--- src/rtl/mandelbrot_pixel_iterator_top_assert.svh ---
// ----------------------------------------------------------------------------
// Assertion macros for the pixel iterator
// Concurrent checks on clk with rst_n low as disable; empty for synthesis.
// ----------------------------------------------------------------------------
`ifndef MANDELBROT_PIXEL_ITERATOR_TOP_ASSERT_SVH
`define MANDELBROT_PIXEL_ITERATOR_TOP_ASSERT_SVH

`ifndef SYNTHESIS

`define MPI_ASSERT_ALWAYS(lbl, expr) \
  lbl: assert property (@(posedge clk) disable iff (!rst_n) (expr)) \
    else $error("mpi assertion failed");

`define MPI_ASSERT_IMPLY(lbl, ante, cons) \
  lbl: assert property (@(posedge clk) disable iff (!rst_n) (ante) |-> (cons)) \
    else $error("mpi implication failed");

`else

`define MPI_ASSERT_ALWAYS(lbl, expr)
`define MPI_ASSERT_IMPLY(lbl, ante, cons)

`endif

`endif

--- src/rtl/mpi_pkg.sv ---
// ----------------------------------------------------------------------------
// mpi_pkg
// Shared constants, payload types and helpers of the pixel iterator.
// ----------------------------------------------------------------------------
`default_nettype none

package mpi_pkg;

  localparam int MAX_ITER  = 16;
  localparam int FRAC_BITS = 10;
  localparam int COORD_W   = 16;
  localparam int POS_W     = 8;
  localparam int CNT_W     = $clog2(MAX_ITER + 1);
  localparam int COLOR_W   = 4;
  localparam int CFG_IDX_W = 2;

  localparam logic signed [COORD_W-1:0] LIMIT    = COORD_W'(2 << FRAC_BITS);
  localparam logic signed [COORD_W-1:0] MOST_NEG = {1'b1, {(COORD_W-1){1'b0}}};

  localparam logic [CFG_IDX_W-1:0] CFG_X_LEFT = 2'd0;
  localparam logic [CFG_IDX_W-1:0] CFG_Y_TOP  = 2'd1;
  localparam logic [CFG_IDX_W-1:0] CFG_X_STEP = 2'd2;
  localparam logic [CFG_IDX_W-1:0] CFG_Y_STEP = 2'd3;

  localparam logic [COORD_W-1:0] X_LEFT_RST = 16'hF800;
  localparam logic [COORD_W-1:0] Y_TOP_RST  = 16'hF800;
  localparam logic [COORD_W-1:0] X_STEP_RST = 16'd25;
  localparam logic [COORD_W-1:0] Y_STEP_RST = 16'd21;

  localparam logic [COLOR_W-1:0] PALETTE [0:15] = '{
    4'd0, 4'd11, 4'd12, 4'd15, 4'd1, 4'd2, 4'd9, 4'd4,
    4'd8, 4'd10, 4'd7, 4'd6, 4'd14, 4'd3, 4'd5, 4'd13
  };

  typedef struct packed {
    logic [POS_W-1:0] col;
    logic [POS_W-1:0] row;
  } in_item_t;

  typedef struct packed {
    logic [POS_W-1:0]   pixel_col;
    logic [POS_W-1:0]   pixel_row;
    logic [CNT_W-1:0]   iterations;
    logic [COLOR_W-1:0] color;
  } out_item_t;

  typedef struct packed {
    logic                      vld;
    logic [POS_W-1:0]          col;
    logic [POS_W-1:0]          row;
    logic signed [COORD_W-1:0] c_re;
    logic signed [COORD_W-1:0] c_im;
    logic signed [COORD_W-1:0] re;
    logic signed [COORD_W-1:0] im;
    logic [CNT_W-1:0]          cnt;
  } iter_t;

  // 16-bit abs below 2.0; the most negative value keeps its sign and stays in
  function automatic logic in_range(input logic signed [COORD_W-1:0] v);
    return ((v > -LIMIT) && (v < LIMIT)) || (v == MOST_NEG);
  endfunction

endpackage

`default_nettype wire

--- src/rtl/mpi_setup.sv ---
// ----------------------------------------------------------------------------
// mpi_setup
// Forms c = (x_left + (col+1)*x_step, y_top + (row-2)*y_step) in two stages.
// ----------------------------------------------------------------------------
`default_nettype none

module mpi_setup import mpi_pkg::*; (
  input  wire logic               clk,
  input  wire logic               rst_n,
  input  wire logic               en,
  input  wire logic               xfer,
  input  wire in_item_t           in_item,
  input  wire logic [COORD_W-1:0] x_left,
  input  wire logic [COORD_W-1:0] y_top,
  input  wire logic [COORD_W-1:0] x_step,
  input  wire logic [COORD_W-1:0] y_step,
  output iter_t                   s_out
);

  logic [POS_W:0]         col_p1;
  logic [COORD_W-1:0]     row_m2;
  logic [POS_W+COORD_W:0] px_full;
  logic [2*COORD_W-1:0]   py_full;

  logic                   vld_r;
  logic [POS_W-1:0]       col_r;
  logic [POS_W-1:0]       row_r;
  logic [COORD_W-1:0]     px_r;
  logic [COORD_W-1:0]     py_r;
  iter_t                  s_r;
  iter_t                  s_nxt;

  assign col_p1  = {1'b0, in_item.col} + (POS_W+1)'(1);
  assign row_m2  = {{(COORD_W-POS_W){1'b0}}, in_item.row} - COORD_W'(2);
  assign px_full = col_p1 * x_step;
  assign py_full = row_m2 * y_step;

  always_ff @(posedge clk) begin
    if (!rst_n) begin
      vld_r <= 1'b0;
    end else if (en) begin
      vld_r <= xfer;
    end
  end

  always_ff @(posedge clk) begin
    if (en) begin
      col_r <= in_item.col;
      row_r <= in_item.row;
      px_r  <= px_full[COORD_W-1:0];
      py_r  <= py_full[COORD_W-1:0];
    end
  end

  always_comb begin
    s_nxt      = '0;
    s_nxt.vld  = vld_r;
    s_nxt.col  = col_r;
    s_nxt.row  = row_r;
    s_nxt.c_re = x_left + px_r;
    s_nxt.c_im = y_top + py_r;
  end

  always_ff @(posedge clk) begin
    if (!rst_n) begin
      s_r.vld <= 1'b0;
    end else if (en) begin
      s_r.vld <= s_nxt.vld;
    end
  end

  always_ff @(posedge clk) begin
    if (en) begin
      s_r.col  <= s_nxt.col;
      s_r.row  <= s_nxt.row;
      s_r.c_re <= s_nxt.c_re;
      s_r.c_im <= s_nxt.c_im;
      s_r.re   <= s_nxt.re;
      s_r.im   <= s_nxt.im;
      s_r.cnt  <= s_nxt.cnt;
    end
  end

  assign s_out = s_r;

endmodule

`default_nettype wire

--- config.mk ---
export PLATFORM = sky130hd
export DESIGN_NAME = mpi_setup
export DESIGN_NICKNAME = d
export VERILOG_FILES = /design/src/rtl/mandelbrot_pixel_iterator_top_assert.svh /design/src/rtl/mpi_pkg.sv /design/src/rtl/mpi_setup.sv
export SDC_FILE = /design/constraint.sdc
export NUM_CORES = 1
export LEC_CHECK = 0
export BUFFER_PORTS_ARGS = -buffer_cell sky130_fd_sc_hd__buf_2
export CAP_MARGIN = 10
export CORE_ASPECT_RATIO = 0.8
export CORE_MARGIN = 1
export CORE_UTILIZATION = 40
export CTS_BUF_LIST = sky130_fd_sc_hd__clkbuf_4 sky130_fd_sc_hd__clkbuf_8 sky130_fd_sc_hd__clkbuf_16
export CTS_CLUSTER_SIZE = 10
export DETAILED_ROUTE_END_ITERATION = 6
export RECOVER_POWER = 100
export SKIP_CTS_REPAIR_TIMING = 1
export SYNTH_ARGS = -nofsm -noshare
export SYNTH_HDL_FRONTEND = slang
export SYNTH_SLANG_ARGS = --single-unit
--- constraint.sdc ---
create_clock -name clk -period 7.9 [get_ports clk]
set_clock_uncertainty 0.2 [all_clocks]
set_input_delay 0.79 -clock clk [delete_from_list [all_inputs] [get_ports clk]]
set_output_delay 0.79 -clock clk [all_outputs]
set_load 0.02 [all_outputs]
Word level (Yosys, flattened, before mapping)
Index checks and enable logic that the tools add are counted.
{"block": "op_classes", "n_addsub": 4, "multipliers": 2}
{"op": "$add 16x16->16", "count": 2}
{"op": "$mul 9x16->16", "count": 2}
{"op": "$add 8x1->9 const B", "count": 1}
{"op": "$sub 8x2->9 const B", "count": 1}
{"block": "word_totals", "regBits": 98, "input_bits": 84}

Depth between registers and ports, before layout
{"block": "depth", "ltp_word": 2, "mapped_depth": 24}

Worst setup path after synthesis
OpenSTA, ideal clock, no wires.
{"block": "synth_timing", "kind": "input to register", "start": "input port in_item[1] (netlist bit)", "end": "register py_r[15] (data pin)", "t_arrival_ps": 6008, "slack_ps": 1428, "stages": 22, "n_path_buf": 1, "cell_sequence": "inv_1 clkbuf_1 ha_1 or3b_4 nor3_4 xor2_2 nand2_1 fa_1 inv_1 fa_1 inv_1 fa_1 inv_1 fa_1 ha_1 xnor2_1 xnor3_1 xnor2_1 xnor2_1 xnor2_1 xnor3_1 xor2_1"}
{"block": "synth_between", "elab_chain_len": 2}
{"element": "start, declared", "line_no": "mpi_setup.sv:12", "source": "input wire in_item_t in_item,"}
{"element": "$sub 8x2->9", "line_no": "mpi_setup.sv:34", "source": "assign row_m2 = {{(COORD_W-POS_W){1'b0}}, in_item.row} - COORD_W'(2);"}
{"element": "$mul 9x16->16", "line_no": "mpi_setup.sv:36", "source": "assign py_full = row_m2 * y_step;"}
{"element": "via py_full[15]", "line_no": "mpi_setup.sv:23", "source": "logic [2*COORD_W-1:0] py_full;"}
{"element": "end signal, assigned", "line_no": "mpi_setup.sv:51", "source": "py_r <= py_full[COORD_W-1:0];"}
{"element": "end, declared", "line_no": "mpi_setup.sv:29", "source": "logic [COORD_W-1:0] py_r;"}
The timed path passes the listed nets, and every way through them passes these cells.
A chain may end at the register's enable or synchronous reset.

Worst setup path after layout
Ends and elaborated chain as after synthesis.

==> flow_summary.yaml <==
placed_design:
  pre_cts_ws_ns: 0.943
  gp_congestion: 0.804
  portBuffers: 132
  dp_hpwl_mm: 18.0
global_routing:
  grt_first_pass_wirelength_mm: 36.3
  gr-total-overflow: 0
  grt_max_degree: 54
  first_global_vias: 7323
  antenna_found_initial: 4
  grt_usage_pct: 16.6
synth:
  syn_area_um2: 10900
  yosys.cell_types.count: 61
  ys_warn_count: 0
  yosys_most_used_dff: "edfxtp_1"
  netlist.area_leader.share_pct: 26.5
  synth_area_per_cell_um2: 10.3
  synth-edff-count: 96
  synth_top_area_cell: "edfxtp_1"
  synth.yosys.seq_area_share_pct: 26.9
  netlist_top_cells_area: "edfxtp_1 (26%), fa_1 (25%), ha_1 (10%)"
  synthArstFlopShare_pct: 0
  synth-seq-cells: 98
  postSynthCellCount: 1056
cells_and_area:
  layout-drive-gt1-share_pct: 8.80
  layout_common_cells: "inv_1 (190), fa_1 (137), nand2_1 (102)"
  multi_input_area_um2: 7020
  antenna_cells: 0
  final_nets: 1498
  seq_area_um2: 2920
  layout_commonest_cell: "inv_1"
  nFillCells: 2579
  synthToLayoutAreaGrowth_pct: 10.5
critical_path:
  cp_max_fo: 12
  cp.required_ns: 7.81
  end_kind: "register"
  crit_type: "input port to register"
  arrival_ns: 6.82
  crit_top_cell: "fa_1"
  path_cells: "clkbuf_1 > inv_1 > ha_1 > or3b_1 > nor3_4 > xor2_1 > nand2_1 > fa_1 > fa_1 > inv_1 > fa_1 > fa_1 > inv_1 > fa_1 > inv_1 > ha_1 > a21oi_1 > o21bai_1 > a21oi_1 > o21ai_0 > a31oi_1 > xor2_1"
  cp-start-kind: "input port"
  cp_slowest_cell: "xor2_1"
  cp_slowest_stage_delay_ns: 0.57
run:
  maxCapViolCount: 2
floorplanning:
  coreArea_um2: 26500
  die_x_um: 186
  die_h_um: 150
  io_pins: 170
  rows: 53
  start_util_pct: 41.0
  dieArea_um2: 27900
clocking:
  clk_path_buf_depth: 2
  cts-root-buf: "clkbuf_16"
  cts_made_buffers: 9
  numClockSinks: 98
  clock_latency_ns: 0.35
  clk_pin_slew_worst_paths_ns: 0.08
  cts_tree: "done"
  cts_max_level: 3
power_and_ir_drop:
  p_leak_nw: 5.58
  vdd_drop_max_mv: 0.150
  p_per_area_nw_per_um2: 314
run_status:
  violations: "capacitance limit, slew limit"
  outcome: "complete, but fails checks"
detailed_routing:
  post_drt_wl_per_cell_um: 14.1
  first_pass_iters: 4
  wl_mm: 21.9
  detail_route.iter0.violations: 340
  ant_nets: 0
  routed_via_density: 4.68
  vias: 7247
  drc: 0
timing:
  setup_tns_ns: 0
  fin_crit_ns: 6.91
  relSlewSlack_pct: -101
  worst_slack_ns: 0.988
  timing.hold.ws_ns: 0.209
  fmax_mhz: 145
  min_period_over_period_pct: 87.5
  rsz0062_at_grt: "no"
  worst_slew_pin_slew_ns: 3.02
  slew_viol_final: 101
  hold_viol: 0
  setup_viol: 0
min_path:
  min_path_type: "register to register"
==> critical path, delay by kind of cell <==
family | cells | cell delay (ns)
simple gates | 3 | 0.72
buf+inv | 5 | 0.69
fa+ha+maj | 7 | 2.96
compound gates | 5 | 0.98
xor+xnor | 2 | 0.66
==> kinds of logic (layout without fill, tap and decap cells) <==
kind of cell	Yosys count	after routing	synth area share (%)
flip-flops	98	98	26.9
adder cells (fa/ha/maj)	226	226	35.4
multiplexers	3	3	0.276
AND/OR/NAND/NOR	296	296	14.3
other	1	37	0.0345
AO/OA/AOI/OAI	109	109	6.50
XOR/XNOR	76	76	6.77
buffers and inverters	247	348	9.81
==> cells in the mapped netlist, drive strengths merged, types with 9 or more instances <==
cell and count:
inv 191, fa 137, nand2 104, edfxtp 96, ha 89, nor2b 53, and2 49, xnor2 48
buf 41, a21oi 34, nand2b 30, xor2 25, nor2 21, o21ai 18, a21o 16, clkbuf 15
nand3 12, nor3 9
==> layer usage <==
| metal | GRT usage (%) | vias up | part of all wire (%) |
|---|---|---|---|
| met5 | 0 | - | 0.20 |
| met4 | 3.31 | 8 | 0.88 |
| met3 | 4.24 | 21 | 5.5 |
| met2 | 25.5 | 191 | 42 |
| met1 | 23.6 | 3478 | 51 |
| li1 | - | 3549 | - |
==> path summary, 6_finish.rpt <==
check	from	end	slack, ns	cells after the start
worst max register to register	px_r[0]	s_out[67]	4.69	10
worst min register to register	row_r[3]	s_out[72]	0.21	0
worst min-delay path	row_r[3]	s_out[72]	0.21	0
worst max-delay path	in_item[1]	py_r[15]	0.99	22
==> per-stage QoR <==
step | cell area (um^2) | total power (W) | utilization (%) | std cells
2_1_floorplan | 11000 | 0.00287 | - | 1092
3_3_place_gp | 11800 | 0.00334 | 44.7 | 1534
3_5_place_dp | 11800 | 0.00339 | 44.7 | 1534
4_1_cts | 12100 | 0.00386 | 45.7 | 1550
5_1_grt | 12000 | 0.00420 | 45.3 | 1550
6_report | 12000 | 0.00377 | 45.3 | 1550
==> where the power goes <==
group / switching, W / total [W] / leakage, nW / internal, W
Sequential: 0.0000426 / 0.000920 / 0.955 / 0.000878
Combinational: 0.00138 / 0.00243 / 4.48 / 0.00105
Clock: 0.000206 / 0.000425 / 0.143 / 0.000219
Total: 0.00163 / 0.00377 / 5.58 / 0.00215
==> flip-flops by register name, summed over array words and instances (netlist names) <==
name	count
col_r	8
px_r	16
py_r	16
row_r	8
s_out	49
vld_r	1
==> cell type report <==
class                           instances  share of cell area, %
Tap cell                              357                   3.71
Clock inverter                          7                  0.510
Sequential cell                        98                   24.3
Timing Repair Buffer                  141                   5.29
Multi-Input combinational cell        747                   58.3
Clock buffer                            9                   1.87
Inverter                              191                   5.96
Power figures use the tool's default switching activity.
