$ cat src/rtl/mandelbrot_pixel_iterator_top_assert.svh
// ----------------------------------------------------------------------------
// Assertion macros for the pixel iterator
// Concurrent checks on clk with rst_n low as disable; empty for synthesis.
// ----------------------------------------------------------------------------
`ifndef MANDELBROT_PIXEL_ITERATOR_TOP_ASSERT_SVH
`define MANDELBROT_PIXEL_ITERATOR_TOP_ASSERT_SVH

`ifndef SYNTHESIS

`define MPI_ASSERT_ALWAYS(lbl, expr) \
  lbl: assert property (@(posedge clk) disable iff (!rst_n) (expr)) \
    else $error("mpi assertion failed");

`define MPI_ASSERT_IMPLY(lbl, ante, cons) \
  lbl: assert property (@(posedge clk) disable iff (!rst_n) (ante) |-> (cons)) \
    else $error("mpi implication failed");

`else

`define MPI_ASSERT_ALWAYS(lbl, expr)
`define MPI_ASSERT_IMPLY(lbl, ante, cons)

`endif

`endif

$ cat src/rtl/mpi_pkg.sv
// ----------------------------------------------------------------------------
// mpi_pkg
// Shared constants, payload types and helpers of the pixel iterator.
// ----------------------------------------------------------------------------
`default_nettype none

package mpi_pkg;

  localparam int MAX_ITER  = 16;
  localparam int FRAC_BITS = 10;
  localparam int COORD_W   = 16;
  localparam int POS_W     = 8;
  localparam int CNT_W     = $clog2(MAX_ITER + 1);
  localparam int COLOR_W   = 4;
  localparam int CFG_IDX_W = 2;

  localparam logic signed [COORD_W-1:0] LIMIT    = COORD_W'(2 << FRAC_BITS);
  localparam logic signed [COORD_W-1:0] MOST_NEG = {1'b1, {(COORD_W-1){1'b0}}};

  localparam logic [CFG_IDX_W-1:0] CFG_X_LEFT = 2'd0;
  localparam logic [CFG_IDX_W-1:0] CFG_Y_TOP  = 2'd1;
  localparam logic [CFG_IDX_W-1:0] CFG_X_STEP = 2'd2;
  localparam logic [CFG_IDX_W-1:0] CFG_Y_STEP = 2'd3;

  localparam logic [COORD_W-1:0] X_LEFT_RST = 16'hF800;
  localparam logic [COORD_W-1:0] Y_TOP_RST  = 16'hF800;
  localparam logic [COORD_W-1:0] X_STEP_RST = 16'd25;
  localparam logic [COORD_W-1:0] Y_STEP_RST = 16'd21;

  localparam logic [COLOR_W-1:0] PALETTE [0:15] = '{
    4'd0, 4'd11, 4'd12, 4'd15, 4'd1, 4'd2, 4'd9, 4'd4,
    4'd8, 4'd10, 4'd7, 4'd6, 4'd14, 4'd3, 4'd5, 4'd13
  };

  typedef struct packed {
    logic [POS_W-1:0] col;
    logic [POS_W-1:0] row;
  } in_item_t;

  typedef struct packed {
    logic [POS_W-1:0]   pixel_col;
    logic [POS_W-1:0]   pixel_row;
    logic [CNT_W-1:0]   iterations;
    logic [COLOR_W-1:0] color;
  } out_item_t;

  typedef struct packed {
    logic                      vld;
    logic [POS_W-1:0]          col;
    logic [POS_W-1:0]          row;
    logic signed [COORD_W-1:0] c_re;
    logic signed [COORD_W-1:0] c_im;
    logic signed [COORD_W-1:0] re;
    logic signed [COORD_W-1:0] im;
    logic [CNT_W-1:0]          cnt;
  } iter_t;

  // 16-bit abs below 2.0; the most negative value keeps its sign and stays in
  function automatic logic in_range(input logic signed [COORD_W-1:0] v);
    return ((v > -LIMIT) && (v < LIMIT)) || (v == MOST_NEG);
  endfunction

endpackage

`default_nettype wire

$ cat src/rtl/mpi_out.sv
// ----------------------------------------------------------------------------
// mpi_out
// Palette lookup and result register.
// ----------------------------------------------------------------------------
`default_nettype none

module mpi_out import mpi_pkg::*; (
  input  wire logic  clk,
  input  wire logic  rst_n,
  input  wire logic  en,
  input  wire iter_t s_in,
  output logic       out_valid,
  output out_item_t  out_data
);

  logic      out_valid_r;
  out_item_t out_data_r;
  out_item_t out_data_nxt;

  always_comb begin
    out_data_nxt.pixel_col  = s_in.col;
    out_data_nxt.pixel_row  = s_in.row;
    out_data_nxt.iterations = s_in.cnt;
    out_data_nxt.color      = (s_in.cnt == CNT_W'(MAX_ITER)) ? '0 : PALETTE[s_in.cnt[3:0]];
  end

  always_ff @(posedge clk) begin
    if (!rst_n) begin
      out_valid_r <= 1'b0;
    end else if (en) begin
      out_valid_r <= s_in.vld;
    end
  end

  always_ff @(posedge clk) begin
    if (en) begin
      out_data_r <= out_data_nxt;
    end
  end

  assign out_valid = out_valid_r;
  assign out_data  = out_data_r;

endmodule

`default_nettype wire

$ cat config.mk
export PLATFORM = sky130hd
export DESIGN_NAME = mpi_out
export DESIGN_NICKNAME = d
export VERILOG_FILES = /design/src/rtl/mandelbrot_pixel_iterator_top_assert.svh /design/src/rtl/mpi_pkg.sv /design/src/rtl/mpi_out.sv
export SDC_FILE = /design/constraint.sdc
export NUM_CORES = 1
export LEC_CHECK = 0
export ABC_AREA = 1
export ABC_CLOCK_PERIOD_IN_PS = 1720
export BUFFER_PORTS_ARGS = -buffer_cell sky130_fd_sc_hd__buf_2
export CAP_MARGIN = 5
export CORE_AREA = 2 2 57 59
export CTS_BUF_LIST = sky130_fd_sc_hd__clkbuf_8
export DETAILED_ROUTE_END_ITERATION = 7
export DIE_AREA = 0 0 59 61
export MAX_ROUTING_LAYER = met4
export PLACE_DENSITY = 0.79
export SLEW_MARGIN = 20
export SYNTH_ARGS = -nofsm -noshare
export SYNTH_HDL_FRONTEND = slang
export SYNTH_SLANG_ARGS = --single-unit
$ cat constraint.sdc
create_clock -name clk -period 1.72 [get_ports clk]
set_clock_uncertainty 0.1 [all_clocks]
set_input_delay 0.516 -clock clk [delete_from_list [all_inputs] [get_ports clk]]
set_output_delay 0.516 -clock clk [all_outputs]
set_load 0.005 [all_outputs]
=== Yosys cells after proc, flatten, opt, wreduce, memory -nomap -nowiden ===
Memory sizes are Yosys's and may differ from the RTL's. A register that Yosys moved wholly into a read port is not among the register bits.
Cells that the tools add are included.

* Flip-flop bits (word level): 22
* Memory bits (read-only): 64
* Output and inout port bits: 26
* Word-level logic and storage cells: 7
* Memories: 1

* Equal/unequal tests: 1
* Bitwise logic cells: 1

{| class="wikitable"
|+ Memories
! memory !! depth !! width !! rd ports !! clocked after memory_dff !! write ports !! line !! text
|-
| (name not given) || 16 || 4 || 1 || 1 || 0 || mpi_out.sv:24 || <nowiki>out_data_nxt.color = (s_in.cnt == CNT_W'(MAX_ITER)) ? '0 : PALETTE[s_in.cnt[3:0]];</nowiki>
|}

{| class="wikitable"
|+ Operators by type and width
! operator !! count
|-
| $eq 5x5->1 const B || 1
|-
| $not 4->5 || 1
|}

=== Logic depth before layout (Yosys ltp) ===
* Depth after elaboration: 1
* Depth in mapped cells: 6
* Gate-level depth less buffers: 6

=== Least setup slack after synthesis ===
No wires, ideal clock.

* Path kind: input-to-reg
* From: in s_in[1] in the netlist's numbering
* To: reg out_data[0] (netlist name)
* Setup time: 263 ps
* Arrival time: 1030 ps
* Data required time: 1357 ps
* Setup slack: 326 ps
* Stages on the path: 5
* Path buffers: 0
* Path through: inv_1 ha_1 nand2_1 nor2_1 a21oi_1

* Word-level cells in the longest chain between the ends: 1
* Elaborated cells on any way between the ends: 2
* Those cells by class: eq/ne: 1; bitwise: 1

{| class="wikitable"
|+ RTL lines
! what !! line !! text
|-
| from (decl) || mpi_out.sv:11 || <nowiki>input wire iter_t s_in,</nowiki>
|-
| $eq 5x5->1 or $not 4->5 (tied branches) || mpi_out.sv:24 ||
|}

Several ways; a longest one is shown, not always the timed one.
A chain may end at the register's enable or synchronous reset.

=== Final worst setup path ===
* From: in s_in[1] in the netlist's numbering
* To: reg out_data[3] (netlist name)

* Word-level cells in the longest chain between the ends: 1
* Elaborated cells on any way between the ends: 2
* Those cells by class: eq/ne: 1; bitwise: 1

{| class="wikitable"
|+ RTL lines
! what !! line
|-
| $eq 5x5->1 or $not 4->5 (tied branches) || mpi_out.sv:24
|}

Several ways; a longest one is shown, not always the timed one.

==> tab_implementation.tex <==
\begin{tabular}{lr}
\hline
Metric & Value \\
\hline
\multicolumn{2}{l}{\textbf{Outcome}} \\
Result of the run & finished, final reports clean \\
\multicolumn{2}{l}{\textbf{Detailed routing}} \\
Vias & 692 \\
Average wire length per cell after detail routing & between 10 and 15 um \\
Average vias per placed instance & 4.58 \\
Starting DRT DRC Count & 27 \\
Router iterations before antenna repair & 4 \\
Routed wire length & 1810 um \\
Number of remaining DRC errors & 0 \\
Antenna Nets Post-Route & 0 \\
\multicolumn{2}{l}{\textbf{Setup path}} \\
Ordered cell list for the critical path & buf\_2 > inv\_1 > ha\_1 > nand2\_1 > nor2\_1 > a21oi\_1 \\
Top fanout value on the critical path & 5 \\
CP endpoint kind & flip-flop \\
Stage delay of the slowest cell on the critical path & 250 ps \\
Worst EP arrival & 1340 ps \\
Required time worst endpoint & 1630 ps \\
Highest-delay cell along the critical path & nor2\_1 \\
Category of the worst setup path launch point & input pin \\
Class of the most critical setup path & in -> reg \\
\multicolumn{2}{l}{\textbf{Timing}} \\
Share of the clock period used by the worst path & 0.833 \\
Setup violators final & 0 \\
Fin. Hold Viols & 0 \\
Setup TNS & 0 ps \\
Pins Over Slew Limit & 0 \\
Tmin final & 1430 ps \\
Hold Worst Slack & 329 ps \\
Top achievable clock speed & 698 MHz \\
Worst max-slew margin expressed relative to the limit & 0.820 \\
Setup repair after global routing missed its margin & no \\
Worst slew pin tran & 268 ps \\
\multicolumn{2}{l}{\textbf{Power}} \\
Static Leakage & 0.609 nW \\
Max VDD drop & 0.443 mV \\
Power consumption & 1.38 mW \\
Pwr per Cell Area & around 1000 nW/um\^{}2 \\
\multicolumn{2}{l}{\textbf{Finish}} \\
Diode insertion count for antenna repair & 0 \\
Layout-stage area growth over the synthesis result & 39.8\% \\
Number of filler cells placed in the layout & about 280 \\
Final Net Count & 212 \\
Non-filler cells in the finished layout & 151 \\
Layout cell share with drive strength beyond 1 & 0.475 \\
Area of all sequential standard cells & 771 sq um \\
Area of the multi-input gates & around 160 sq um \\
Core utilization of the finished layout & 0.455 \\
\multicolumn{2}{l}{\textbf{CTS}} \\
Post-CTS Setup Bufs & 0 \\
TritonCTS clock tree & yes \\
Root buffer cell & clkbuf\_8 \\
Clock latency of the later-clocked register in the worst-skew pair & 260 ps \\
Buffers from clock root to sink, at most & 2 \\
Post-cts resize count & 0 \\
Number of sinks driven by the clock tree & 26 \\
Number of CTS-inserted buffers & 3 \\
Clock transition at path regs & roughly 80 ps \\
H-tree levels & 1 \\
Total of hold buffers inserted after clock tree synthesis & 0 \\
\multicolumn{2}{l}{\textbf{Global routing}} \\
Number of antenna violations at the first check in global routing & 0 \\
Total track usage & 0.108 \\
Global-route wire length before repair & 2770 um \\
Number of global-route vias before repair & 658 \\
Remaining global-route overflow & 0 \\
Largest net degree at the start of global routing & 18 \\
\multicolumn{2}{l}{\textbf{Synth}} \\
Top post-synthesis cells by area & edfxtp\_1 (78\%), ha\_1 (5.2\%), nand2\_1 (4.7\%), nand3\_1 (3.6\%), a21oi\_1 (2.6\%) \\
Dominant cell type by area after synthesis & edfxtp\_1 \\
Share of the yosys chip area belonging to registers & 0.802 \\
Yosys top cell area share & 0.781 \\
Number of flip-flops and latches in the synthesized netlist & 26 \\
Mean cell area of the mapped netlist & 15.3 sq um \\
Number of distinct library cells after synthesis & 10 \\
Post-synthesis instance area & just under 1000 sq um \\
Count of synthesis-stage warnings from yosys & 0 \\
Synthesized netlist net count & 156 \\
Post-synthesis cell count & 63 \\
\multicolumn{2}{l}{\textbf{Hold path}} \\
Class of the tightest hold or removal check & in -> reg \\
\multicolumn{2}{l}{\textbf{Placed design}} \\
HPWL after detailed placement & 1470 um \\
IO Port Bufs & 50 \\
RD Place Congestion & 0.824 \\
Number of placed instances with taps included & 147 \\
\multicolumn{2}{l}{\textbf{Die}} \\
Die outline height & about 61 um \\
Placement Rows & 20 \\
Horizontal die dimension & between 50 and 60 um \\
Die ar. & 3600 sq um \\
Number of I/O pins & about 120 \\
Core outline area & 2950 sq um \\
Initial standard-cell utilization of the core & 0.325 \\
\multicolumn{2}{l}{\textbf{Job}} \\
Max-cap violation count & 0 \\
\hline
\end{tabular}
-- placed cells by master, fill, tap and decap left out --
cell       count
bufinv_16      1
inv_2          1
a21oi_1        5
dfxtp_1        1
clkbuf_8       3
edfxtp_1      25
inv_1          6
buf_2         50
nor2_1         1
nand2_1       12
o21ai_0        1
buf_12         1
nand3_1        7
ha_1           4
-- report_power, final --
group | leakage, nW | switching, mW | total [mW] | internal (mW)
logic | 0.321 | 0.0721 | 0.141 | 0.0687
clock network | 0.0357 | 0.165 | 0.475 | 0.310
registers | 0.253 | 0.0104 | 0.761 | 0.751
-- metal layers --
metal	track usage	wire, um	up-vias	share of wire
met1	0.109	648	316	0.36
met4	0.0649	31	0	0.017
met5	-	0	-	0
li1	-	-	333	-
met3	0.0299	173	4	0.096
met2	0.187	951	39	0.53
-- worst max-delay path: cells and delay by family --
family	cells	cell delay (ps)
AOI/OAI and AO/OA	1	70
buffers and inverters	2	250
adders and majority gates	1	170
and+or+nand+nor	2	330
-- stage by stage --
| stage | setup slack (ps) | instance area (sq um) |
|---|---|---|
| 2_1_floorplan | 326 | 961 |
| 3_3_place_gp | 126 | 1270 |
| 3_5_place_dp | 45.8 | 1270 |
| 4_1_cts | 322 | 1340 |
| 5_1_grt | 203 | 1340 |
| 6_report | 287 | 1340 |
-- path summary, 6_finish.rpt --
| check | depth (start not counted) | slack, ps | endpoint | start |
|---|---|---|---|---|
| setup / recovery | 6 | 290 | out_data[3] | s_in[1] |
| hold / removal | 1 | 330 | out_data[14] | s_in[74] |
| setup reg to reg | 2 | 990 | out_valid | out_valid |
| hold reg to reg | 2 | 440 | out_valid | out_valid |
-- final cells by class --
type / instances / area share
clock buffer: 3 / 0.0307
clock inverter: 1 / 0.0223
inverter: 7 / 0.0196
multi-input combinational: 30 / 0.122
sequential: 26 / 0.574
tap: 33 / 0.0307
timing repair buffer: 51 / 0.201
-- kinds of logic (layout without fill, tap and decap cells) --
| logic type | Yosys count | after routing | share of synthesized area |
|---|---|---|---|
| flip-flops | 26 | 26 | 0.802 |
| buffers and inverters | 7 | 62 | 0.0273 |
| AND/OR/NAND/NOR | 20 | 20 | 0.0872 |
| adder cells (fa/ha/maj) | 4 | 4 | 0.0521 |
| AO/OA/AOI/OAI | 6 | 6 | 0.0312 |
-- registers in the layout, indices dropped and copies added, names as in the netlist --
register   count
out_data      25
out_valid      1
-- synthesized netlist by cell type (all sizes together) --
library cell and number:
nor2 1, dfxtp 1, edfxtp 25, ha 4, nand2 12, a21oi 5
nand3 7, o21ai 1, inv 7
Power figures use the tool's default switching activity.
