--- src/rtl/mandelbrot_pixel_iterator_top_assert.svh ---
// ----------------------------------------------------------------------------
// Assertion macros for the pixel iterator
// Concurrent checks on clk with rst_n low as disable; empty for synthesis.
// ----------------------------------------------------------------------------
`ifndef MANDELBROT_PIXEL_ITERATOR_TOP_ASSERT_SVH
`define MANDELBROT_PIXEL_ITERATOR_TOP_ASSERT_SVH

`ifndef SYNTHESIS

`define MPI_ASSERT_ALWAYS(lbl, expr) \
  lbl: assert property (@(posedge clk) disable iff (!rst_n) (expr)) \
    else $error("mpi assertion failed");

`define MPI_ASSERT_IMPLY(lbl, ante, cons) \
  lbl: assert property (@(posedge clk) disable iff (!rst_n) (ante) |-> (cons)) \
    else $error("mpi implication failed");

`else

`define MPI_ASSERT_ALWAYS(lbl, expr)
`define MPI_ASSERT_IMPLY(lbl, ante, cons)

`endif

`endif

--- src/rtl/mpi_pkg.sv ---
// ----------------------------------------------------------------------------
// mpi_pkg
// Shared constants, payload types and helpers of the pixel iterator.
// ----------------------------------------------------------------------------
`default_nettype none

package mpi_pkg;

  localparam int MAX_ITER  = 16;
  localparam int FRAC_BITS = 10;
  localparam int COORD_W   = 16;
  localparam int POS_W     = 8;
  localparam int CNT_W     = $clog2(MAX_ITER + 1);
  localparam int COLOR_W   = 4;
  localparam int CFG_IDX_W = 2;

  localparam logic signed [COORD_W-1:0] LIMIT    = COORD_W'(2 << FRAC_BITS);
  localparam logic signed [COORD_W-1:0] MOST_NEG = {1'b1, {(COORD_W-1){1'b0}}};

  localparam logic [CFG_IDX_W-1:0] CFG_X_LEFT = 2'd0;
  localparam logic [CFG_IDX_W-1:0] CFG_Y_TOP  = 2'd1;
  localparam logic [CFG_IDX_W-1:0] CFG_X_STEP = 2'd2;
  localparam logic [CFG_IDX_W-1:0] CFG_Y_STEP = 2'd3;

  localparam logic [COORD_W-1:0] X_LEFT_RST = 16'hF800;
  localparam logic [COORD_W-1:0] Y_TOP_RST  = 16'hF800;
  localparam logic [COORD_W-1:0] X_STEP_RST = 16'd25;
  localparam logic [COORD_W-1:0] Y_STEP_RST = 16'd21;

  localparam logic [COLOR_W-1:0] PALETTE [0:15] = '{
    4'd0, 4'd11, 4'd12, 4'd15, 4'd1, 4'd2, 4'd9, 4'd4,
    4'd8, 4'd10, 4'd7, 4'd6, 4'd14, 4'd3, 4'd5, 4'd13
  };

  typedef struct packed {
    logic [POS_W-1:0] col;
    logic [POS_W-1:0] row;
  } in_item_t;

  typedef struct packed {
    logic [POS_W-1:0]   pixel_col;
    logic [POS_W-1:0]   pixel_row;
    logic [CNT_W-1:0]   iterations;
    logic [COLOR_W-1:0] color;
  } out_item_t;

  typedef struct packed {
    logic                      vld;
    logic [POS_W-1:0]          col;
    logic [POS_W-1:0]          row;
    logic signed [COORD_W-1:0] c_re;
    logic signed [COORD_W-1:0] c_im;
    logic signed [COORD_W-1:0] re;
    logic signed [COORD_W-1:0] im;
    logic [CNT_W-1:0]          cnt;
  } iter_t;

  // 16-bit abs below 2.0; the most negative value keeps its sign and stays in
  function automatic logic in_range(input logic signed [COORD_W-1:0] v);
    return ((v > -LIMIT) && (v < LIMIT)) || (v == MOST_NEG);
  endfunction

endpackage

`default_nettype wire

--- src/rtl/mpi_iter.sv ---
// ----------------------------------------------------------------------------
// mpi_iter
// One escape-time iteration: products and escape test, then the sums.
// ----------------------------------------------------------------------------
`default_nettype none

module mpi_iter import mpi_pkg::*; (
  input  wire logic  clk,
  input  wire logic  rst_n,
  input  wire logic  en,
  input  wire iter_t s_in,
  output iter_t      s_out
);

  logic signed [2*COORD_W-1:0] rr;
  logic signed [2*COORD_W-1:0] ii;
  logic signed [2*COORD_W-1:0] ri;
  logic                        act;

  iter_t                       p_r;
  logic                        act_r;
  logic signed [COORD_W-1:0]   rr_r;
  logic signed [COORD_W-1:0]   ii_r;
  logic signed [COORD_W-1:0]   ri_r;

  iter_t                       s_r;
  iter_t                       s_nxt;

  assign rr  = s_in.re * s_in.re;
  assign ii  = s_in.im * s_in.im;
  assign ri  = s_in.re * s_in.im;
  assign act = (s_in.cnt < CNT_W'(MAX_ITER)) && in_range(s_in.re) && in_range(s_in.im);

  always_ff @(posedge clk) begin
    if (!rst_n) begin
      p_r.vld <= 1'b0;
    end else if (en) begin
      p_r.vld <= s_in.vld;
    end
  end

  always_ff @(posedge clk) begin
    if (en) begin
      p_r.col  <= s_in.col;
      p_r.row  <= s_in.row;
      p_r.c_re <= s_in.c_re;
      p_r.c_im <= s_in.c_im;
      p_r.re   <= s_in.re;
      p_r.im   <= s_in.im;
      p_r.cnt  <= s_in.cnt;
      act_r    <= act;
      rr_r     <= rr[FRAC_BITS+COORD_W-1:FRAC_BITS];
      ii_r     <= ii[FRAC_BITS+COORD_W-1:FRAC_BITS];
      ri_r     <= ri[FRAC_BITS+COORD_W-2:FRAC_BITS-1];
    end
  end

  always_comb begin
    s_nxt = p_r;
    if (act_r) begin
      s_nxt.re  = rr_r - ii_r + p_r.c_re;
      s_nxt.im  = ri_r + p_r.c_im;
      s_nxt.cnt = p_r.cnt + CNT_W'(1);
    end
  end

  always_ff @(posedge clk) begin
    if (!rst_n) begin
      s_r.vld <= 1'b0;
    end else if (en) begin
      s_r.vld <= s_nxt.vld;
    end
  end

  always_ff @(posedge clk) begin
    if (en) begin
      s_r.col  <= s_nxt.col;
      s_r.row  <= s_nxt.row;
      s_r.c_re <= s_nxt.c_re;
      s_r.c_im <= s_nxt.c_im;
      s_r.re   <= s_nxt.re;
      s_r.im   <= s_nxt.im;
      s_r.cnt  <= s_nxt.cnt;
    end
  end

  assign s_out = s_r;

endmodule

`default_nettype wire

--- config.mk ---
export PLATFORM = sky130hd
export DESIGN_NAME = mpi_iter
export DESIGN_NICKNAME = d
export VERILOG_FILES = /design/src/rtl/mandelbrot_pixel_iterator_top_assert.svh /design/src/rtl/mpi_pkg.sv /design/src/rtl/mpi_iter.sv
export SDC_FILE = /design/constraint.sdc
export NUM_CORES = 2
export LEC_CHECK = 0
export BUFFER_PORTS_ARGS = -buffer_cell sky130_fd_sc_hd__buf_2
export CAP_MARGIN = 5
export CORE_ASPECT_RATIO = 0.5
export CORE_UTILIZATION = 30
export DETAILED_ROUTE_END_ITERATION = 10
export PLACE_DENSITY = 0.46
export SETUP_SLACK_MARGIN = 0.3
export SLEW_MARGIN = 20
export SYNTH_ARGS = -nofsm -noshare
export SYNTH_HDL_FRONTEND = slang
export SYNTH_SLANG_ARGS = --single-unit
--- constraint.sdc ---
create_clock -name clk -period 8.55 [get_ports clk]
set_input_delay 1.71 -clock clk [delete_from_list [all_inputs] [get_ports clk]]
set_output_delay 1.71 -clock clk [all_outputs]
set_load 0.005 [all_outputs]
# --- Word level (Yosys, flattened, before mapping) ---
# Index checks and enable logic that the tools add are counted.
totals:
  reg_bits: 221
  in_bits: 89
  wordCells: 41
classes:
  n_mux: 1
  add_sub_neg: 4
  reduce_logical: 6
  eq_ne: 2
  n_mul: 3
  magnitude_cmp: 5
ops:
  columns: ["op", "n"]
  rows:
  - ["multiplier 16 x 16 -> 26 bit", 2]
  - ["two-way mux 37 bit", 1]
  - ["adder 16 bit", 2]
  - ["equality test 16 bit (second input constant)", 2]
  - ["greater-than comparator 16 x 12 -> 1 bit (second input constant)", 2]
  - ["< comparator 16 x 13 -> 1 bit (second input constant)", 2]
  - ["multiplier 16 x 16 -> 25 bit", 1]
  - ["subtractor 16 bit", 1]
  - ["adder 5 x 1 -> 5 bit (second input constant)", 1]
  - ["< comparator 5 bit (second input constant)", 1]
  - ["logical AND 1 bit", 4]
  - ["logical OR 1 bit", 2]

# --- Logic depth before layout (Yosys ltp) ---
depth:
  ltp_word: 5
  ltp_mapped: 23
  depth_no_buf: 22

# --- Least setup slack after synthesis ---
# OpenSTA, ideal clock, no wires.
synth_path:
  kind: "input to register"
  start: "input port s_in[13] (netlist bit)"
  end: "register ii_r[14] (data pin)"
  n_path_buf: 2
  t_arrival_ps: 7281
  setup_slack_ps: 1011
  path_stages: 23
  cell_sequence: "clkbuf_1 -> clkbuf_1 -> nand2_1 -> fa_1 -> inv_1 -> fa_1 -> inv_1 -> fa_1 -> inv_1 -> fa_1 -> fa_1 -> inv_1 -> fa_1 -> inv_1 -> ha_1 -> a21oi_1 -> o21ai_1 -> a221oi_1 -> nor3b_2 -> a211oi_2 -> or3_1 -> a21oi_1 -> xnor2_1"
synth_via:
  elab_chain_cells: 1
synth_rtl:
  columns: ["item", "line", "rtl"]
  rows:
  - ["from (decl)", "mpi_iter.sv:11", "input wire iter_t s_in,"]
  - ["multiplier 16 x 16 -> 26 bit", "mpi_iter.sv:30", "assign ii = s_in.im * s_in.im;"]
  - ["named net ii[24]", "mpi_iter.sv:16", "logic signed [2*COORD_W-1:0] ii;"]
  - ["to (signal assigned)", "mpi_iter.sv:53", "ii_r <= ii[FRAC_BITS+COORD_W-1:FRAC_BITS];"]
  - ["to (decl)", "mpi_iter.sv:23", "logic signed [COORD_W-1:0] ii_r;"]
# The timed path passes the listed nets, and every way through them passes these cells.
# A chain may end at the register's enable or synchronous reset.

# --- Worst setup path after layout ---
layout_path:
  start: "input port s_in[31] (netlist bit)"
  end: "register rr_r[15] (data pin)"
layout_via:
  elab_chain_cells: 1
layout_rtl:
  columns: ["item", "line", "rtl"]
  rows:
  - ["multiplier 16 x 16 -> 26 bit", "mpi_iter.sv:29", "assign rr = s_in.re * s_in.re;"]
  - ["named net rr[25]", "mpi_iter.sv:15", "logic signed [2*COORD_W-1:0] rr;"]
  - ["to (signal assigned)", "mpi_iter.sv:52", "rr_r <= rr[FRAC_BITS+COORD_W-1:FRAC_BITS];"]
  - ["to (decl)", "mpi_iter.sv:22", "logic signed [COORD_W-1:0] rr_r;"]
# The timed path passes the listed nets, and every way through them passes these cells.

==> qor.txt <==
Run status - finished, final reports clean
Post-synth net total - 3972
Drt total wl - 87240 um
Number of synthesized flops with an enable pin - 219
Actual slew at the worst max-slew pin - 0.9242 ns
Postcts setup bufs - 0
Hold crit path type - reg2reg
Final period util - 0.8585
Vias/cell - 4.403
GP Congestion - 0.8601
Area Overhead vs Synth - 11.64%
Mean area per synthesized cell - 10.19 um^2
Yosys reg bits - 221
Max-slew violations - 0
Final Hold Viols - 0
CP startpoint kind - input port
H-tree depth - 1
Async SR Flop Fraction - 0
Area of the core - 101300 um^2
Req. time, crit path - 8.88 ns
Fin crit period - 7.340 ns
Worst skew pair latency - 0.60 ns
Die height - 229.3 um
Via count - 20170
Cells after Synth - 3041
Root Driver - clkbuf_16
Initial DRC Count - 1165
CTS Sinks - 221
TritonCTS Buffers - 27
HPWL Detailed - 71160 um
Final setup violation count - 0
Yosys warning count - 0
Mapped Area - 30990 um^2
RSZ-0062 raised after global routing - no
Pre-Repair DR Iteration Count - 5
R2R cell count - 12
Max frequency - 136.2 MHz
Die Span X - 456.5 um
Worst path arrival time - 7.67 ns
Site Rows - 82
Initial core utilization - 0.3060
Clock Skew - 0.03133 ns
Resize count post-CTS - 0
Count of hold-fix buffers inserted at cts - 0
Most frequent cells in the layout - inv_1, fa_1, nand2_1, ha_1, edfxtp_1
Crit. End Element - register
IO Port Bufs - 174
First-pass GRT wire length - 135400 um
Antenna viol nets, final - 0
Die ar. - 104700 um^2
Largest net degree at the start of global routing - 150
Drc violations - 0
Commonest non-fill, non-tap cell in the layout - inv_1
Crit Path Category - in2reg
IO Pins - 175
Initial antenna violation count - 17
Sequential area share after synthesis - 0.2135
Post-DR wirelength/cell - 19.05 um
Layout cells sized above 1 - 0.09901
Setup TNS - 0 ns
Max Fanout on Critical Path - 22
CTS tree - built
Vias in the first global route - 22440
NumNets Final - 4143
Reg2Reg Launch Point - rr_r[2]
# Max-Cap Violations - 0
Total GRT Usage - 0.1706
Post-synth top flop - edfxtp_1
Worst Setup EP - rr_r[15]
Reg2reg end - s_out[35]
Slew margin rel. - 0.3839
Distinct cells, synth - 61
Start point of the critical path - s_in[31]
Total gr overflow - 0
Internal reg-to-reg setup slack - 4.63 ns
Clock Path Buffers - 3
CTS clk-pin slew, worst paths - 0.06 ns
[critical path, cell delays in order]
cell       delay (ns)
buf_2            0.60
nand2_1          0.18
fa_1             0.55
fa_1             0.49
fa_1             0.57
inv_1            0.06
fa_1             0.49
fa_1             0.49
inv_1            0.05
fa_1             0.47
inv_1            0.04
ha_1             0.32
and3_1           0.21
a221oi_1         0.44
o21ai_1          0.21
o2111ai_1        0.32
nand3_1          0.15
a31oi_1          0.22
xnor2_1          0.08
[metrics by stage]
step	utilization	area [um^2]	worst slack, ns	hold slack (ns)	cells
6_report	0.3417	34600	1.210	0.4176	4580
2_1_floorplan	-	30990	1.011	0.4003	3041
5_1_grt	0.3416	34590	0.9155	0.4233	4578
4_1_cts	0.3416	34590	1.242	0.4168	4576
3_3_place_gp	0.3329	33710	0.7205	0.4012	4527
3_5_place_dp	0.3329	33710	0.6047	0.4056	4527
[cell families after synthesis]
group           synth area share
flops                     0.2135
xor+xnor                 0.03844
mux                     0.008196
fa+ha+maj                 0.4809
compound gates           0.03690
buf+inv                   0.1213
simple gates              0.1008
[worst min-delay path by stage]
stage	depth (start not counted)	to	startpoint	slack (ns)
after floorplan	0	s_out[69]	p_r[69]	0.40
after global placement	0	s_out[71]	p_r[71]	0.40
after detailed placement	0	s_out[79]	p_r[79]	0.41
after CTS	0	s_out[79]	p_r[79]	0.42
after global routing	0	s_out[69]	p_r[69]	0.42
final	0	s_out[79]	p_r[79]	0.42
[sequential cells by signal, summed over array words and instances (netlist names)]
signal,cells
p_r,86
s_out,86
ii_r,16
ri_r,16
rr_r,16
act_r,1
[per-layer routing]
layer  part of all wire  wire [um]  GRT usage  vias to the layer above
met1               0.48      41960     0.2435                    10280
met3              0.057       4956    0.02607                       86
li1                   -          -          -                     9385
met4              0.020       1775    0.03600                        0
met5                  0          0          0                        -
met2               0.44      38550     0.2728                      415
[cells in the mapped netlist (all sizes together) (5+ instances only)]
library cell	n	area share
nor2b	7	0.0014
nand2	275	0.033
edfxtp	219	0.21
or2	5	0.0010
xnor2	103	0.029
nand4	10	0.0020
fa	582	0.38
buf	5	0.00077
a21o	17	0.0041
and2	178	0.036
nand2b	17	0.0034
o21ai	33	0.0053
xor2	33	0.0093
a211oi	5	0.0015
clkbuf	96	0.012
o2111ai	5	0.0014
o21a	11	0.0027
mux2	19	0.0069
nor4	8	0.0016
and3	10	0.0020
nand3	16	0.0026
ha	260	0.10
nor2	89	0.011
o31ai	5	0.0012
a21oi	51	0.0082
nor3	23	0.0039
a31oi	10	0.0020
inv	895	0.11
[cell type report]
cell class / instances / area, um^2
well taps: 1344 / 1682
fillers: 10320 / 66670
repair buffers: 243 / 1424
clock buffers: 29 / 683.2
inverters: 899 / 3374
multi-input cells: 1820 / 20620
clock inverters: 20 / 193.9
flip-flops and latches: 221 / 6616
diodes: 4 / 10.01
Power is not shown: default switching activity piles up to over one toggle a cycle in this logic, so the estimate is an artifact.
